### config.mk
export PLATFORM = sky130hd
export DESIGN_NAME = wlrl_ctrl
export DESIGN_NICKNAME = d
export VERILOG_FILES = /design/src/design/wlrl_pkg.sv /design/src/design/wlrl_ctrl.sv
export SDC_FILE = /design/constraint.sdc
export NUM_CORES = 1
export LEC_CHECK = 0
export BUFFER_PORTS_ARGS = -buffer_cell sky130_fd_sc_hd__buf_4
export CAP_MARGIN = 20
export CORE_ASPECT_RATIO = 1.2
export CORE_MARGIN = 2
export CORE_UTILIZATION = 35
export CTS_CLUSTER_DIAMETER = 100
export CTS_CLUSTER_SIZE = 28
export DETAILED_ROUTE_END_ITERATION = 16
export HOLD_SLACK_MARGIN = 0.1
export PLACE_DENSITY = 0.53
export RECOVER_POWER = 25
export SLEW_MARGIN = 10
export SYNTH_ARGS = -nofsm -noshare
export SYNTH_HDL_FRONTEND = slang
export SYNTH_SLANG_ARGS = --single-unit
export TNS_END_PERCENT = 100
### constraint.sdc
create_clock -name clk -period 9.4 [get_ports clk]
set_input_delay 0.47 -clock clk [delete_from_list [all_inputs] [get_ports clk]]
set_output_delay 0.47 -clock clk [all_outputs]
set_load 0.01 [all_outputs]
### src/design/wlrl_pkg.sv
`default_nettype none
package wlrl_pkg;

  // log geometry
  localparam int SLOTS        = 128;
  localparam int RECORD_BYTES = 5;

  localparam int PAY_W  = 8 * RECORD_BYTES;
  localparam int SLOT_W = PAY_W + 8;
  localparam int IDX_W  = $clog2(SLOTS);
  localparam int CNT_W  = $clog2(SLOTS + 1);
  localparam int BCNT_W = $clog2(RECORD_BYTES + 1);

  // port field widths
  localparam int KIND_W      = 2;
  localparam int REC_W       = 40;
  localparam int STATUS_W    = 3;
  localparam int SLOT_FW     = 7;
  localparam int CRC_W       = 8;
  localparam int IN_DATA_W   = 40;
  localparam int OUT_DATA_W  = 56;
  localparam int OUT_PAD_W   = OUT_DATA_W - REC_W - SLOT_FW - CRC_W;

  // crc-8, msb first, no final xor
  localparam logic [7:0] CRC_INIT = 8'hFF;
  localparam logic [7:0] CRC_POLY = 8'h07;

  // bit of kind that marks a forced save
  localparam int FORCE_BIT = 1;

  typedef enum logic [KIND_W-1:0] {
    KIND_LOAD  = 2'd0,
    KIND_SAVE  = 2'd1,
    KIND_FORCE = 2'd2
  } kind_t;

  typedef enum logic [STATUS_W-1:0] {
    ST_SKIPPED = 3'd0,
    ST_WRITTEN = 3'd1,
    ST_ERASED  = 3'd2,
    ST_LOADED  = 3'd3,
    ST_FAILED  = 3'd4
  } status_t;

  typedef enum logic [2:0] {
    S_IDLE    = 3'd0,
    S_LD_WAIT = 3'd1,
    S_LD_CRC  = 3'd2,
    S_SV_CRC  = 3'd3,
    S_RESP    = 3'd4
  } state_t;

  // slot store access
  typedef struct packed {
    logic              rd;
    logic              wr;
    logic              erase;
    logic [IDX_W-1:0]  addr;
    logic [SLOT_W-1:0] wdata;
  } store_req_t;

  // crc unit start
  typedef struct packed {
    logic             start;
    logic [PAY_W-1:0] data;
  } crc_req_t;

endpackage
`default_nettype wire

### src/design/wlrl_ctrl.sv
`default_nettype none
module wlrl_ctrl
  import wlrl_pkg::*;
(
  input  wire logic                  clk,
  input  wire logic                  rst_n,
  input  wire logic                  in_tvalid,
  output logic                       in_tready,
  input  wire logic [IN_DATA_W-1:0]  in_tdata,
  input  wire logic [KIND_W-1:0]     in_tuser,
  output logic                       out_tvalid,
  input  wire logic                  out_tready,
  output logic [OUT_DATA_W-1:0]      out_tdata,
  output logic [STATUS_W-1:0]        out_tuser,
  output crc_req_t                   crc_req,
  input  wire logic                  crc_done,
  input  wire logic [CRC_W-1:0]      crc_value,
  output store_req_t                 st_req,
  input  wire logic [SLOT_W-1:0]     rd_data
);

  state_t                state_r, state_nxt;
  logic [IDX_W-1:0]      n_r, n_nxt;
  logic [CNT_W-1:0]      next_slot_r, next_slot_nxt;
  logic [CRC_W-1:0]      last_crc_r, last_crc_nxt;
  logic [PAY_W-1:0]      prev_pay_r, prev_pay_nxt;
  logic [CRC_W-1:0]      prev_crc_r, prev_crc_nxt;
  logic [SLOT_W-1:0]     slot_r, slot_nxt;
  logic [PAY_W-1:0]      rec_r, rec_nxt;
  logic                  force_r, force_nxt;
  status_t               res_status_r, res_status_nxt;
  logic [PAY_W-1:0]      res_rec_r, res_rec_nxt;
  logic [IDX_W-1:0]      res_slot_r, res_slot_nxt;
  logic [CRC_W-1:0]      res_crc_r, res_crc_nxt;
  logic                  out_vld_r, out_vld_nxt;
  logic [OUT_DATA_W-1:0] out_data_r, out_data_nxt;
  logic [STATUS_W-1:0]   out_user_r, out_user_nxt;

  // control registers
  always_ff @(posedge clk) begin
    if (!rst_n) begin
      state_r     <= S_IDLE;
      next_slot_r <= '0;
      last_crc_r  <= '0;
      out_vld_r   <= 1'b0;
    end else begin
      state_r     <= state_nxt;
      next_slot_r <= next_slot_nxt;
      last_crc_r  <= last_crc_nxt;
      out_vld_r   <= out_vld_nxt;
    end
  end

  // working and result registers
  always_ff @(posedge clk) begin
    n_r          <= n_nxt;
    prev_pay_r   <= prev_pay_nxt;
    prev_crc_r   <= prev_crc_nxt;
    slot_r       <= slot_nxt;
    rec_r        <= rec_nxt;
    force_r      <= force_nxt;
    res_status_r <= res_status_nxt;
    res_rec_r    <= res_rec_nxt;
    res_slot_r   <= res_slot_nxt;
    res_crc_r    <= res_crc_nxt;
    out_data_r   <= out_data_nxt;
    out_user_r   <= out_user_nxt;
  end

  // sequencer: load scan and save
  always_comb begin
    logic             erase_now;
    logic [IDX_W-1:0] waddr;

    erase_now      = 1'b0;
    waddr          = '0;
    state_nxt      = state_r;
    n_nxt          = n_r;
    next_slot_nxt  = next_slot_r;
    last_crc_nxt   = last_crc_r;
    prev_pay_nxt   = prev_pay_r;
    prev_crc_nxt   = prev_crc_r;
    slot_nxt       = slot_r;
    rec_nxt        = rec_r;
    force_nxt      = force_r;
    res_status_nxt = res_status_r;
    res_rec_nxt    = res_rec_r;
    res_slot_nxt   = res_slot_r;
    res_crc_nxt    = res_crc_r;
    out_vld_nxt    = out_vld_r & ~out_tready;
    out_data_nxt   = out_data_r;
    out_user_nxt   = out_user_r;
    crc_req        = '0;
    st_req         = '0;

    unique case (state_r)
      S_IDLE: begin
        if (in_tvalid) begin
          if (in_tuser == KIND_LOAD) begin
            // start the scan at slot 0
            st_req.rd   = 1'b1;
            st_req.addr = '0;
            n_nxt       = '0;
            state_nxt   = S_LD_WAIT;
          end else begin
            // bit 1 marks a forced save, so code 3 behaves as one
            crc_req.start = 1'b1;
            crc_req.data  = in_tdata[PAY_W-1:0];
            rec_nxt       = in_tdata[PAY_W-1:0];
            force_nxt     = in_tuser[FORCE_BIT];
            state_nxt     = S_SV_CRC;
          end
        end
      end

      S_LD_WAIT: begin
        slot_nxt      = rd_data;
        crc_req.start = 1'b1;
        crc_req.data  = rd_data[SLOT_W-1:8];
        state_nxt     = S_LD_CRC;
      end

      S_LD_CRC: begin
        if (crc_done) begin
          if (crc_value == slot_r[7:0]) begin
            prev_pay_nxt = slot_r[SLOT_W-1:8];
            prev_crc_nxt = slot_r[7:0];
            if (n_r == IDX_W'(SLOTS - 1)) begin
              // every slot good: return the last one, log counts as full
              res_status_nxt = ST_LOADED;
              res_rec_nxt    = slot_r[SLOT_W-1:8];
              res_slot_nxt   = n_r;
              res_crc_nxt    = slot_r[7:0];
              last_crc_nxt   = slot_r[7:0];
              next_slot_nxt  = CNT_W'(SLOTS);
              state_nxt      = S_RESP;
            end else begin
              n_nxt       = n_r + 1'b1;
              st_req.rd   = 1'b1;
              st_req.addr = n_r + 1'b1;
              state_nxt   = S_LD_WAIT;
            end
          end else if (n_r == '0) begin
            // first slot already bad
            res_status_nxt = ST_FAILED;
            res_rec_nxt    = '0;
            res_slot_nxt   = '0;
            res_crc_nxt    = crc_value;
            next_slot_nxt  = '0;
            state_nxt      = S_RESP;
          end else begin
            res_status_nxt = ST_LOADED;
            res_rec_nxt    = prev_pay_r;
            res_slot_nxt   = n_r - 1'b1;
            res_crc_nxt    = prev_crc_r;
            last_crc_nxt   = prev_crc_r;
            next_slot_nxt  = CNT_W'(n_r);
            state_nxt      = S_RESP;
          end
        end
      end

      S_SV_CRC: begin
        if (crc_done) begin
          if (!force_r && crc_value == last_crc_r) begin
            // unchanged record
            res_status_nxt = ST_SKIPPED;
            res_rec_nxt    = '0;
            res_slot_nxt   = '0;
            res_crc_nxt    = crc_value;
          end else begin
            // write the next slot; forced or full: erase all and write slot 0
            erase_now      = force_r || (next_slot_r >= CNT_W'(SLOTS));
            waddr          = erase_now ? '0 : next_slot_r[IDX_W-1:0];
            st_req.wr      = 1'b1;
            st_req.erase   = erase_now;
            st_req.addr    = waddr;
            st_req.wdata   = {rec_r, crc_value};
            next_slot_nxt  = CNT_W'(waddr) + 1'b1;
            last_crc_nxt   = crc_value;
            res_status_nxt = erase_now ? ST_ERASED : ST_WRITTEN;
            res_rec_nxt    = '0;
            res_slot_nxt   = waddr;
            res_crc_nxt    = crc_value;
          end
          state_nxt = S_RESP;
        end
      end

      S_RESP: begin
        if (!out_vld_r || out_tready) begin
          out_vld_nxt  = 1'b1;
          out_data_nxt = {{OUT_PAD_W{1'b0}}, res_crc_r, SLOT_FW'(res_slot_r),
                          REC_W'(res_rec_r)};
          out_user_nxt = res_status_r;
          state_nxt    = S_IDLE;
        end
      end

      default: begin
        state_nxt = S_IDLE;
      end
    endcase
  end

  assign in_tready  = (state_r == S_IDLE);
  assign out_tvalid = out_vld_r;
  assign out_tdata  = out_data_r;
  assign out_tuser  = out_user_r;

endmodule
`default_nettype wire

==> results.toml <==
[worst_setup_path]
crit_end = "st_req[54]"
cp-end-kind = "primary output"
worstReg2RegStart = "state_r[1]$_SDFFE_PN0P_"
r2r_slack_ns = 5.83
max_stage_delay_ns = 0.81
arrival_ns = 3.78
cp_slowest_cell = "a31oi_4"
critPathMaxFanout = 36
cp.required_ns = 8.93
worstSetupPathType = "reg -> out"
startpoint = "state_r[1]$_SDFFE_PN0P_"
critPathLaunchType = "register"
cpMostUsedCell = "buf_4"
r2r_cells = 6
cp_cell_sequence = "and3b_1, nand2_1, a31oi_4, buf_4, nand3_1, o31ai_1, buf_4"
r2r_end = "last_crc_r[2]$_SDFFE_PN0P_"

[yosys]
netlist.area_leader.share = 0.7013
synth-async-reset-ratio = 0
synth_cell_type_count = 61
ys_seq_area_frac = 0.7372
synth_most_common_cell = "edfxtp_1"
synth-main-ff-cell = "edfxtp_1"
syn_area_per_cell_sq_um = 15.68
yosysTopAreaCell = "edfxtp_1"
synth_cells = 710
ys_warn_count = 0
synth.area.top_cells = "edfxtp_1, a22o_1, dfxtp_1, and2_1, xnor2_1"
synth_commonest_cells = "edfxtp_1, a22o_1, and2_1, nand2_1, clkbuf_1"
synth_edf_count = 260
syn-cell-area_sq_um = 11130
synthesis.nets = 816
synth_seq_cells = 280

[min_path]
hp-class = "in -> reg"
holdPathStages = 1

[timing]
slew_viol_final = 0
final-setup-viol-count = 0
final.period_utilization = 0.4517
worstMarginPinSlew_ns = 1.005
whs_ns = 0.1647
setup_tns_ns = 0
timing.fmax_ghz = 0.2355
maxSlewHeadroom = 0.3280
finClkSkew_ns = 0.02734
hold_viol = 0
rsz0062_at_grt = "no"
period_needed_ns = 4.246

[status]
status = "finished clean"

[global_route]
antenna_found_initial = 0
track_usage = 0.1559
grt_pass1_wl_um = 40880
grt_overflow = 0
grt_pass1_vias = 6900
grt_max_degree = 72

[die]
core-area_sq_um = 31360
die_area_sq_um = 33260
start_util = 0.3550
io_pins = 263
die_x_um = 166.8
rows = 71
die_h_um = 199.4

[job]
drv_cap = 0

[clock_tree]
cts-resized-gates = 0
postCtsSetupBuffers = 0
cts_buffer_depth = 3
cts_sinks = 280
path_clk_slew_ns = 0.11
ctsRootBufferMaster = "clkbuf_16"
clk_latency_ns = 0.50
numCtsBuffers = 14
cts_hold_buf = 0
cts_htree_levels = 1
cts_tree = "built"

[power_and_ir_drop]
leakage_nw = 5.054
total_power_mw = 2.399
ir_drop_mv = 0.1453
p_per_area_nw_per_um2 = 173.9

[detailed_routing]
via_per_inst = 5.140
m1WireLength_um = 11790
final_antenna_net_count = 0
drtPass1Iterations = 4
drc = 0
top_layer_used = "met4"
drt-total-wl_um = 27210
vias = 7011
drt_iter0_markers = 470
wl_met2_um = 13370
post_drt_wl_per_cell_um = 19.95
wl_met3_um = 1614

[final_layout]
flow.area_growth_from_synthesis_pct = 23.89
nFillCells = 2871
final-seq-area_sq_um = 8208
final_util = 0.4399
antennaDiodeCount = 0
drive_gt1_frac = 0.2897
fin_nets = 1061
multi_input_area_sq_um = 2698

[place]
hpwlAfterDp_um = 18030
place_congestion = 0.8271
io_buffers = 261
==> logic make-up (layout without fill, tap and decap cells) <==
family | after synthesis | count (layout) | synth area share
compound gates | 178 | 178 | 0.1291
xor+xnor | 29 | 29 | 0.02281
fa+ha+maj | 3 | 3 | 0.003372
buf+inv | 54 | 307 | 0.02472
flops | 280 | 280 | 0.7372
other cells | 1 | 1 | 0.0003368
simple gates | 165 | 165 | 0.08238
==> where the power goes <==
group          total (mW)  switching [mW]  internal, mW
registers            1.45          0.0278          1.42
logic               0.244           0.141         0.103
clock network       0.702           0.396         0.306
total                2.40           0.565          1.83
==> critical path: cells and delay by family (launching register included) <==
family | cells | cell delay [ns]
flops | 1 | 0.63
buf+inv | 2 | 0.62
simple gates | 3 | 1.08
compound gates | 2 | 0.91
==> stage by stage <==
stage	instance area (sq um)	std cells	setup WS [ns]
floorplan	11130	710	2.462
global placement	13480	1338	5.756
detailed placement	13490	1339	5.714
CTS	13920	1363	5.124
global route	13790	1364	4.864
finish	13790	1364	5.154
==> worst min path at each step <==
stage / from / endpoint / slack, ns
2_1_floorplan: res_rec_r[0]$_SDFFCE_PP0P_ / out_tdata[0]$_DFFE_PP_ / 0.40
3_5_place_dp: res_rec_r[15]$_SDFFCE_PP0P_ / out_tdata[15]$_DFFE_PP_ / 0.40
3_3_place_gp: res_rec_r[25]$_SDFFCE_PP0P_ / out_tdata[25]$_DFFE_PP_ / 0.40
6_report: rd_data[6] / slot_r[6]$_DFFE_PP_ / 0.16
5_1_grt: in_tdata[12] / rec_r[12]$_DFFE_PP_ / 0.15
4_1_cts: rd_data[6] / slot_r[6]$_DFFE_PP_ / 0.12
==> final cells by class <==
type                            instances  share of cell area
Sequential cell                       280              0.5951
Multi-Input combinational cell        376              0.1956
Timing Repair Buffer                  274              0.1392
Tap cell                              401             0.03638
Clock buffer                           21             0.02885
Clock inverter                          3            0.002449
Inverter                                9            0.002449
==> registers in the layout (all words and copies together) (netlist names) <==
signal / cells
force_r: 1
state_r: 3
res_slot_r: 7
res_crc_r: 8
out_tuser: 3
res_status_r: 3
rec_r: 40
res_rec_r: 40
next_slot_r: 8
out_tvalid: 1
out_tdata: 55
n_r: 7
last_crc_r: 8
prev_pay_r: 40
prev_crc_r: 8
slot_r: 48
==> cell usage in the layout, fill, tap and decap left out, types with 11 or more instances in the layout <==
cell type	n
edfxtp_1	260
buf_4	183
a22o_1	80
and2_1	51
clkbuf_4	50
clkbuf_1	45
nand2_1	26
nor2_1	20
dfxtp_1	20
xnor2_1	19
nor3_1	18
o21ai_0	15
clkbuf_16	15
nand3_1	14
a211oi_1	11
==> metal layers <==
layer / global-route usage / vias to the layer above
met5: 0 / -
met4: 0.03895 / 0
met3: 0.02892 / 27
met2: 0.2608 / 235
met1: 0.2111 / 3478
li1: - / 3271
(Power assumes the default switching activity.)
