## src/design/wlrl_pkg.sv

```systemverilog
`default_nettype none
package wlrl_pkg;

  // log geometry
  localparam int SLOTS        = 128;
  localparam int RECORD_BYTES = 5;

  localparam int PAY_W  = 8 * RECORD_BYTES;
  localparam int SLOT_W = PAY_W + 8;
  localparam int IDX_W  = $clog2(SLOTS);
  localparam int CNT_W  = $clog2(SLOTS + 1);
  localparam int BCNT_W = $clog2(RECORD_BYTES + 1);

  // port field widths
  localparam int KIND_W      = 2;
  localparam int REC_W       = 40;
  localparam int STATUS_W    = 3;
  localparam int SLOT_FW     = 7;
  localparam int CRC_W       = 8;
  localparam int IN_DATA_W   = 40;
  localparam int OUT_DATA_W  = 56;
  localparam int OUT_PAD_W   = OUT_DATA_W - REC_W - SLOT_FW - CRC_W;

  // crc-8, msb first, no final xor
  localparam logic [7:0] CRC_INIT = 8'hFF;
  localparam logic [7:0] CRC_POLY = 8'h07;

  // bit of kind that marks a forced save
  localparam int FORCE_BIT = 1;

  typedef enum logic [KIND_W-1:0] {
    KIND_LOAD  = 2'd0,
    KIND_SAVE  = 2'd1,
    KIND_FORCE = 2'd2
  } kind_t;

  typedef enum logic [STATUS_W-1:0] {
    ST_SKIPPED = 3'd0,
    ST_WRITTEN = 3'd1,
    ST_ERASED  = 3'd2,
    ST_LOADED  = 3'd3,
    ST_FAILED  = 3'd4
  } status_t;

  typedef enum logic [2:0] {
    S_IDLE    = 3'd0,
    S_LD_WAIT = 3'd1,
    S_LD_CRC  = 3'd2,
    S_SV_CRC  = 3'd3,
    S_RESP    = 3'd4
  } state_t;

  // slot store access
  typedef struct packed {
    logic              rd;
    logic              wr;
    logic              erase;
    logic [IDX_W-1:0]  addr;
    logic [SLOT_W-1:0] wdata;
  } store_req_t;

  // crc unit start
  typedef struct packed {
    logic             start;
    logic [PAY_W-1:0] data;
  } crc_req_t;

endpackage
`default_nettype wire

```

## src/design/wlrl_crc.sv

```systemverilog
`default_nettype none
module wlrl_crc
  import wlrl_pkg::*;
(
  input  wire logic       clk,
  input  wire logic       rst_n,
  input  wire crc_req_t   req,
  output logic            done,
  output logic [CRC_W-1:0] crc
);

  logic [7:0]        crc_r;
  logic [PAY_W-1:0]  data_r;
  logic [BCNT_W-1:0] cnt_r;
  logic              done_r;

  // one record byte through the crc register, bit by bit
  function automatic logic [7:0] crc8_byte(input logic [7:0] c_in, input logic [7:0] b);
    logic [7:0] c;
    c = c_in ^ b;
    for (int i = 0; i < 8; i++) begin
      c = c[7] ? ((c << 1) ^ CRC_POLY) : (c << 1);
    end
    return c;
  endfunction

  // byte counter and done pulse
  always_ff @(posedge clk) begin
    if (!rst_n) begin
      cnt_r  <= '0;
      done_r <= 1'b0;
    end else begin
      done_r <= (cnt_r == BCNT_W'(1));
      if (req.start) begin
        cnt_r <= BCNT_W'(RECORD_BYTES);
      end else if (cnt_r != '0) begin
        cnt_r <= cnt_r - 1'b1;
      end
    end
  end

  // first byte sits on top, shift it out one byte a cycle
  always_ff @(posedge clk) begin
    if (req.start) begin
      crc_r  <= CRC_INIT;
      data_r <= req.data;
    end else if (cnt_r != '0) begin
      crc_r  <= crc8_byte(crc_r, data_r[PAY_W-1 -: 8]);
      data_r <= data_r << 8;
    end
  end

  assign done = done_r;
  assign crc  = crc_r;

endmodule
`default_nettype wire

```

## config.mk

```make
export PLATFORM = sky130hd
export DESIGN_NAME = wlrl_crc
export DESIGN_NICKNAME = d
export VERILOG_FILES = /design/src/design/wlrl_pkg.sv /design/src/design/wlrl_crc.sv
export SDC_FILE = /design/constraint.sdc
export NUM_CORES = 1
export LEC_CHECK = 0
export ABC_AREA = 1
export BUFFER_PORTS_ARGS = -buffer_cell sky130_fd_sc_hd__buf_2
export CORE_MARGIN = 1.5
export CORE_UTILIZATION = 45
export DETAILED_ROUTE_END_ITERATION = 10
export PLACE_DENSITY = 0.69
export SLEW_MARGIN = 15
export SYNTH_ARGS = -nofsm -noshare
export SYNTH_HDL_FRONTEND = slang
export SYNTH_SLANG_ARGS = --single-unit
```

## constraint.sdc

```tcl
create_clock -name clk -period 2.6 [get_ports clk]
set_clock_uncertainty 0.05 [all_clocks]
set_input_delay 0.26 -clock clk [delete_from_list [all_inputs] [get_ports clk]]
set_output_delay 0.26 -clock clk [all_outputs]
set_load 0.005 [all_outputs]
```

==> impl_metrics.toml, run 1 <==
[outcome]
status = "finished clean"

[setup_path]
crit_arrival_ns = 1.83
critPathMaxFanout = 38
path_class = "reg2reg"
start_kind = "register"
end_kind = "register"
critPathRequiredTime_ns = 2.74

[cts]
hold_buffers = 0
post_cts_resized = 0
clkTransAtPathRegs_ns = 0.09
cts_sinks = 52
cts_tree = "yes"
postCtsSetupRepairBufs = 0
clockBufferDepth = 2
numCtsBuffers = 5
root_buffer = "clkbuf_8"
clock_latency_ns = 0.30
htreeDepth = 2

[floorplan]
ios = 52
fp.coreArea_um2 = 5240
rows = 26
dieHeight_um = 77.6
fp.dieArea_um2 = 6020
initial_core_util_pct = 47.8
die_w_um = 77.6

[sta]
tightestPinTransition_ns = 0.411
fin_tns_setup_ns = 0
hold_ws_ns = 0.162
finalHoldViolations = 0
setup_viol = 0
rsz0062_at_grt = "no"
fin_crit_ns = 1.69
slew_viol_final = 0
fmax_ghz = 0.592
relSlewSlack_pct = 72.6
finalCritPeriodShare_pct = 65.0

[drt]
vias = 1972
ant_nets = 0
routed_wirelength_um = 4300
drt_iter0_markers = 62
first_pass_iters = 4
drcViolationCount = 0
post_drt_via_cell_ratio = 4.65
wl_per_cell_um = 10.1

[finish]
stdcell_area_um2 = 2930
n_fill_cell = 496
syn2layout_area_growth_pct = 16.9
insertedDiodeCount = 0
final_nets = 399
layout-drive-gt1-share_pct = 20.9

[placement]
routabilityCongestion = 0.875
placed_area_um2 = 2850
portBuffers = 51
place_hpwl_um = 3120

[global_route]
grt_pass1_vias = 1806
grtUsageTotal_pct = 15.6
grt_first_pass_wirelength_um = 7430
antenna_found_initial = 0
grt_overflow = 0
grt_max_degree = 45

[yosys]
synth_cell_types = 21
ys_warn_count = 0
syn_area_um2 = 2500
synth-seq-cells = 52
syn_inst = 300
syn-num-nets = 346
syn_avg_cell_area_um2 = 8.35
ys_seq_area_share_pct = 57.6

[power]
total_power_mw = 2.27
leakage_nw = 1.51
cellPowerDensity_nw_per_um2 = 775
vdd_drop_max_uv = 381

[run]
drv_cap = 0

[worst_hold_path]
min-delay-path-class = "in2reg"
[routing by layer]
layer | GRT usage [%] | share of wire [%] | vias up
met2 | 27.8 | 48 | 47
met5 | 0 | 0 | -
met4 | 6.00 | 1.7 | 0
met1 | 17.8 | 45 | 874
li1 | - | - | 1045
met3 | 3.88 | 5.0 | 6
[flip-flops by register name (all words and copies together) (netlist names)]
signal  flops
done        1
crc         8
cnt_r       3
data_r     40
[stage by stage]
stage / setup WS [ns] / cells / utilization [%]
4_1_cts: 0.898 / 424 / 55.9
5_1_grt: 0.762 / 424 / 55.9
3_5_place_dp: 0.921 / 416 / 54.3
2_1_floorplan: 0.439 / 300 / -
3_3_place_gp: 1.01 / 416 / 54.3
6_report: 0.911 / 424 / 55.9
[report_power, final]
| part | leakage (nW) | switching [mW] | internal (mW) |
|---|---|---|---|
| Clock | 0.0422 | 0.239 | 0.189 |
| Combinational | 0.935 | 0.423 | 0.271 |
| Sequential | 0.528 | 0.0911 | 1.06 |
| Total | 1.51 | 0.753 | 1.52 |
[synth_stat cells]
library cell,instances,area [um2]
ha_1,3,37.5
o21ai_1,1,5.00
o22ai_1,1,6.26
a21oi_1,9,45.0
buf_2,6,30.0
o21ai_0,1,5.00
xor2_1,2,17.5
dfxtp_1,12,240
nor2_1,8,30.0
nand3_1,11,55.1
a31oi_1,1,6.26
inv_1,21,78.8
xnor2_1,4,35.0
o211ai_1,1,7.51
clkbuf_1,2,7.51
inv_2,4,15.0
a21boi_0,1,7.51
nor2_4,1,11.3
nand2_1,163,612
edfxtp_1,40,1200
nand2_2,8,50.1
[path summary, 6_finish.rpt]
kind / startpoint / endpoint / slack (ns) / cells after the start
min: req[0] / data_r[0] / 0.16 / 3
max: cnt_r[0] / crc[0] / 0.91 / 8
max reg2reg: cnt_r[0] / crc[0] / 0.91 / 8
min reg2reg: data_r[18] / data_r[26] / 0.46 / 2
[layout by cell type (no fill, tap or decap), drive strengths merged, types with 4 or more instances in the layout]
master  synthesis  layout
nand3          11      11
dfxtp          12      12
clkbuf          2       7
edfxtp         40      40
a21oi           9       9
xnor2           4       4
nor2            9       9
buf             6      54
nand2         171     171
inv            25      25
[kinds of logic after synthesis]
family                   synth area share [%]
AO/OA/AOI/OAI                            3.30
XOR/XNOR                                 2.10
adder cells (fa/ha/maj)                  1.50
buffers and inverters                    5.25
flip-flops                               57.6
AND/OR/NAND/NOR                          30.3
[critical path, stage by stage, from the launching register on]
cell and delay [ns]:
dfxtp_1 0.32, inv_1 0.11, ha_1 0.18, inv_1 0.07, nor2_4 0.20, nand2_2 0.19, buf_12 0.23, o22ai_1 0.18
inv_1 0.05
[cell type report]
type	instances	area [um2]	area share (%)
Timing Repair Buffer	54	290	9.91
Inverter	25	93.8	3.21
Multi-Input combinational cell	215	933	31.9
Clock buffer	7	76.3	2.61
Sequential cell	52	1440	49.2
Clock inverter	1	5.00	0.171
Tap cell	70	87.6	2.99
No activity file was read; power rests on OpenSTA's default activity.
==> run 2, diff against run 1 <==
Settings changed: PLACE_DENSITY 0.69 to 0.71.
Clock period 2.6 ns to 1.5 ns, I/O delays scaled along.
==> run 2 against run 1 <==
Compared with the run above: critical path type unchanged; maximum frequency up 23%; setup slack worse by 0.79 ns; flip-flop and latch count unchanged; count of clock-buffer cells in the layout unchanged; via count up 2.5%; critical endpoint is now cnt_r[0]; sequential share of layout area down 1.7 points; largest power group unchanged; highest routed layer unchanged.
==> impl_metrics.toml, run 2 (same netlist as run 1, synthesis figures left out) <==
[outcome]
status = "finished clean"

[sta]
fmax_ghz = 0.725
fin_crit_ns = 1.38
relSlewSlack_pct = 77.3
rsz0062_at_grt = "no"
finalHoldViolations = 0
hold_ws_ns = 0.0520
slew_viol_final = 0
tightestPinTransition_ns = 0.340
setup_viol = 0
finalCritPeriodShare_pct = 91.9

[global_route]
grt_max_degree = 23
grt_overflow = 0
antenna_found_initial = 0
grt_first_pass_wirelength_um = 7860
grt_pass1_vias = 1879
grtUsageTotal_pct = 16.4

[finish]
syn2layout_area_growth_pct = 21.2
mostFrequentLayoutCells = "162 x nand2_1, 51 x buf_2, 40 x edfxtp_1"
utilization_pct = 57.9
final_nets = 406
largest_register = "data_r"
mostFrequentLayoutCell = "nand2_1"
insertedDiodeCount = 0
largest_register_ffs = 40
layout-drive-gt1-share_pct = 23.5

[power]
switching_share_pct = 33.4
comb_power_share_pct = 32.3
cellPowerDensity_nw_per_um2 = 1330
leakage_nw = 1.54
p_clk_share_pct = 18.1
p_sw_mw = 1.35
internal-power_mw = 2.69
vdd_drop_max_uv = 670
power_frac_seq_pct = 49.6

[setup_path]
start_kind = "register"
critPathMaxFanout = 7
worstRegToRegCells = 9
critPathRequiredTime_ns = 1.68
r2r_slack_ns = 0.12
path_class = "reg2reg"
end_kind = "register"
crit_arrival_ns = 1.56

[run]
drv_cap = 0

[floorplan]
initial_core_util_pct = 47.8
fp.dieArea_um2 = 6020
die_w_um = 77.6
dieHeight_um = 77.6
ios = 52
rows = 26
fp.coreArea_um2 = 5240

[drt]
wl_per_cell_um = 10.5
vias = 2022
ant_nets = 0
drcViolationCount = 0
routed_wirelength_um = 4520
post_drt_via_cell_ratio = 4.69
drt_iter0_markers = 67
first_pass_iters = 4

[cts]
numCtsBuffers = 5
cts_tree = "yes"
root_buffer = "clkbuf_8"
cts_sinks = 52
clkTransAtPathRegs_ns = 0.08
htreeDepth = 2
clock_latency_ns = 0.30
clockBufferDepth = 2

[placement]
place_hpwl_um = 3240
portBuffers = 51
routabilityCongestion = 0.833

[worst_hold_path]
min-delay-path-class = "in2reg"
hold_path_depth = 3
[run 2: cell count changes in the layout (fill, tap and decap cells not counted), sizes merged]
cell / change
nand2: +2
buf: +5
[run 2: power groups by stage]
stage	combinational [mW]	clock, mW	sequential [mW]
floorplan	0.881	0	2.00
global placement	1.21	0	2.02
detailed placement	1.24	0	2.03
CTS	1.28	0.759	2.00
global route	1.50	0.819	2.03
finish	1.30	0.732	2.00
[run 2: repair_timing]
item	CTS	global route
hold buffers	0	0
resized for setup	4	5
gates cloned	1	1
pin swaps	2	0
endpoints found under the setup margin	5	47
setup buffers	1	1
[run 2: final cells by class]
class / instances / area [um2]
multi-input cells: 217 / 997
clock inverters: 1 / 3.75
inverters: 25 / 96.3
fillers: 465 / 2200
well taps: 70 / 87.6
flip-flops and latches: 52 / 1440
clock buffers: 7 / 76.3
repair buffers: 59 / 332
[run 2: per-layer routing]
| layer | global-route usage [%] | vias to the layer above | wire [um] |
|---|---|---|---|
| met1 | 19.5 | 902 | 2060 |
| met5 | 0 | - | 0 |
| li1 | - | 1066 | - |
| met2 | 28.0 | 48 | 2180 |
| met4 | 6.73 | 0 | 65 |
| met3 | 4.47 | 6 | 220 |
[run 2: through the flow]
step	total power, mW	setup TNS (ns)	std cells	worst slack [ns]	cell area (um2)
global placement	3.23	0	419	0.0567	2870
global route	4.35	0	431	0.00144	3030
floorplan	2.89	0	300	0.0591	2520
detailed placement	3.27	-0.0907	419	-0.0351	2870
finish	4.04	0	431	0.121	3030
CTS	4.03	0	429	0.00148	3000
[run 2: worst paths after layout]
check | endpoint | from
worst max-delay path | cnt_r[0] | cnt_r[0]
worst min-delay path | data_r[6] | req[6]
worst max register to register | cnt_r[0] | cnt_r[0]
worst min register to register | data_r[21] | data_r[13]
[run 2: critical path, stage by stage, from the launching register on]
cell,delay [ns]
dfxtp_1,0.33
inv_2,0.11
ha_4,0.15
inv_2,0.04
nor2_4,0.14
buf_6,0.15
inv_4,0.05
nand2_2,0.10
o21ai_1,0.07
a31oi_1,0.12
==> run 3, diff against run 2 <==
--- a/config.mk
+++ b/config.mk
@@ -9,7 +9,7 @@
 export BUFFER_PORTS_ARGS = -buffer_cell sky130_fd_sc_hd__buf_2
 export CORE_MARGIN = 1.5
-export CORE_UTILIZATION = 45
+export CORE_UTILIZATION = 49
 export DETAILED_ROUTE_END_ITERATION = 10
-export PLACE_DENSITY = 0.71
+export PLACE_DENSITY = 0.76
 export SLEW_MARGIN = 15
 export SYNTH_ARGS = -nofsm -noshare
==> constraint.sdc (replaced) <==
create_clock -name clk -period 1.5 [get_ports clk]
set_clock_uncertainty 0.05 [all_clocks]
set_input_delay 0.15 -clock clk [delete_from_list [all_inputs] [get_ports clk]]
set_output_delay 0.15 -clock clk [all_outputs]
set_load 0.02 [all_outputs]
==> run 3 against run 2 <==
Compared with the run above: maximum frequency down 0.86%; global-route usage up 0.37 points; hold slack worse by 0.0075 ns; sequential share of layout area down 0.14 points; critical endpoint is now crc[0]; highest routed layer unchanged.
==> impl_metrics.toml, run 3 (same netlist as run 1, synthesis figures left out) <==
[sta]
finalCritPeriodShare_pct = 92.7
fin_crit_ns = 1.39
layout_setup_ws_ns = 0.109
tightestPinTransition_ns = 0.366
relSlewSlack_pct = 75.5
fmax_ghz = 0.719
finalHoldViolations = 0
setup_viol = 0
hold_ws_ns = 0.0445
rsz0062_at_grt = "yes"
slew_viol_final = 0

[power]
p_clk_share_pct = 20.6
vdd_drop_max_uv = 808
leakage_nw = 1.55
p_sw_mw = 1.48
power_frac_seq_pct = 46.9
internal-power_mw = 2.78
comb_power_share_pct = 32.5
switching_share_pct = 34.8
cellPowerDensity_nw_per_um2 = 1400

[drt]
routed-wl-met2_um = 2100
vias = 2021
post_drt_via_cell_ratio = 4.72
dr.max_layer_used = "met4"
routed_wirelength_um = 4380
wl_per_cell_um = 10.2
ant_nets = 0
drt_iter0_markers = 38
drcViolationCount = 0
first_pass_iters = 5
dr_wl_met3_um = 255
wl_met1_um = 1970

[floorplan]
fp.dieArea_um2 = 5550
initial_core_util_pct = 52.0
dieHeight_um = 74.5
fp.coreArea_um2 = 4820
die_w_um = 74.5
ios = 52
rows = 25

[placement]
routabilityCongestion = 0.836
place_hpwl_um = 3140
place_ws_ns = 0.00172
placed_cells = 416
portBuffers = 51
placed_area_um2 = 2870

[cts]
clkTransAtPathRegs_ns = 0.09
cts_tree = "yes"
clockBufferDepth = 2
hold_buffers = 0
clock_latency_ns = 0.31
root_buffer = "clkbuf_8"
numCtsBuffers = 5
htreeDepth = 2
cts_sinks = 52

[finish]
layout-drive-gt1-share_pct = 24.4
insertedDiodeCount = 0
final_nets = 406
stdcell_area_um2 = 3040
mostFrequentLayoutCells = "162 x nand2_1, 51 x buf_2, 40 x edfxtp_1"
syn2layout_area_growth_pct = 21.5
layout.cells.non_filler = 428
largest_register_ffs = 40
largest_register = "data_r"
mostFrequentLayoutCell = "nand2_1"

[setup_path]
critPathMaxFanout = 11
crit_arrival_ns = 1.55
path_class = "reg2reg"
critPathRequiredTime_ns = 1.66
end_kind = "register"
start_kind = "register"

[worst_hold_path]
min-delay-path-class = "in2reg"

[global_route]
grt_overflow = 0
grt_max_degree = 45
grt_first_pass_wirelength_um = 7080
grt_pass1_vias = 1794
antenna_found_initial = 0
grtUsageTotal_pct = 16.8

[outcome]
status = "finished clean"

[run]
drv_cap = 0
## run 3: cell types whose count changed in the layout (fill, tap and decap cells not counted), sizes merged
cell,change
clkbuf,-1
clkinvlp,+1
## run 3: path summary, 6_finish.rpt
path | startpoint | endpoint | slack (ns) | cells past startpoint
setup / recovery | cnt_r[1] | crc[0] | 0.11 | 8
hold reg to reg | data_r[20] | data_r[28] | 0.46 | 2
setup reg to reg | cnt_r[1] | crc[0] | 0.11 | 8
hold / removal | req[7] | data_r[7] | 0.04 | 3
## run 3: per-stage QoR
stage / total power [mW] / setup TNS (ns) / utilization (%)
after floorplan: 2.98 / 0 / -
after global placement: 3.32 / 0 / 59.5
after detailed placement: 3.35 / 0 / 59.5
after CTS: 4.24 / -0.00298 / 61.9
after global routing: 4.56 / -0.0121 / 63.2
final: 4.26 / 0 / 63.2
## run 3: per-layer routing
layer	global-route usage, %	vias to the layer above
li1	-	1068
met1	20.0	887
met2	29.4	62
met3	4.61	4
met4	5.86	0
met5	0	-
## run 3: final cells by class
cell class | count | area (um2)
multi-input combinational | 217 | 996
sequential | 52 | 1440
timing repair buffer | 59 | 319
fill | 408 | 1770
tap | 67 | 83.8
clock buffer | 6 | 93.8
inverter | 25 | 96.3
clock inverter | 2 | 12.5
## run 3: critical path: stages, from the launching register on
cell     delay (ns)
dfxtp_1        0.32
inv_1          0.10
ha_2           0.20
inv_2          0.04
nor2_4         0.12
buf_4          0.16
nand2_8        0.09
o22ai_2        0.16
inv_1          0.05
## run 3: what timing repair did
item / 4_1_cts / 5_1_grt
buffers inserted: 0 / 2
gates cloned: 0 / 2
setup endpoints to repair: 3 / 47
pin swaps: 1 / 2
resized for setup: 2 / 7
## run 3: power by group through the flow
stage               clock, mW  sequential [mW]  combinational, mW
floorplan                   0             2.10              0.880
global placement            0             2.02               1.30
detailed placement          0             2.03               1.32
CTS                     0.901             2.00               1.34
global route            0.961             2.02               1.57
finish                  0.877             2.00               1.39
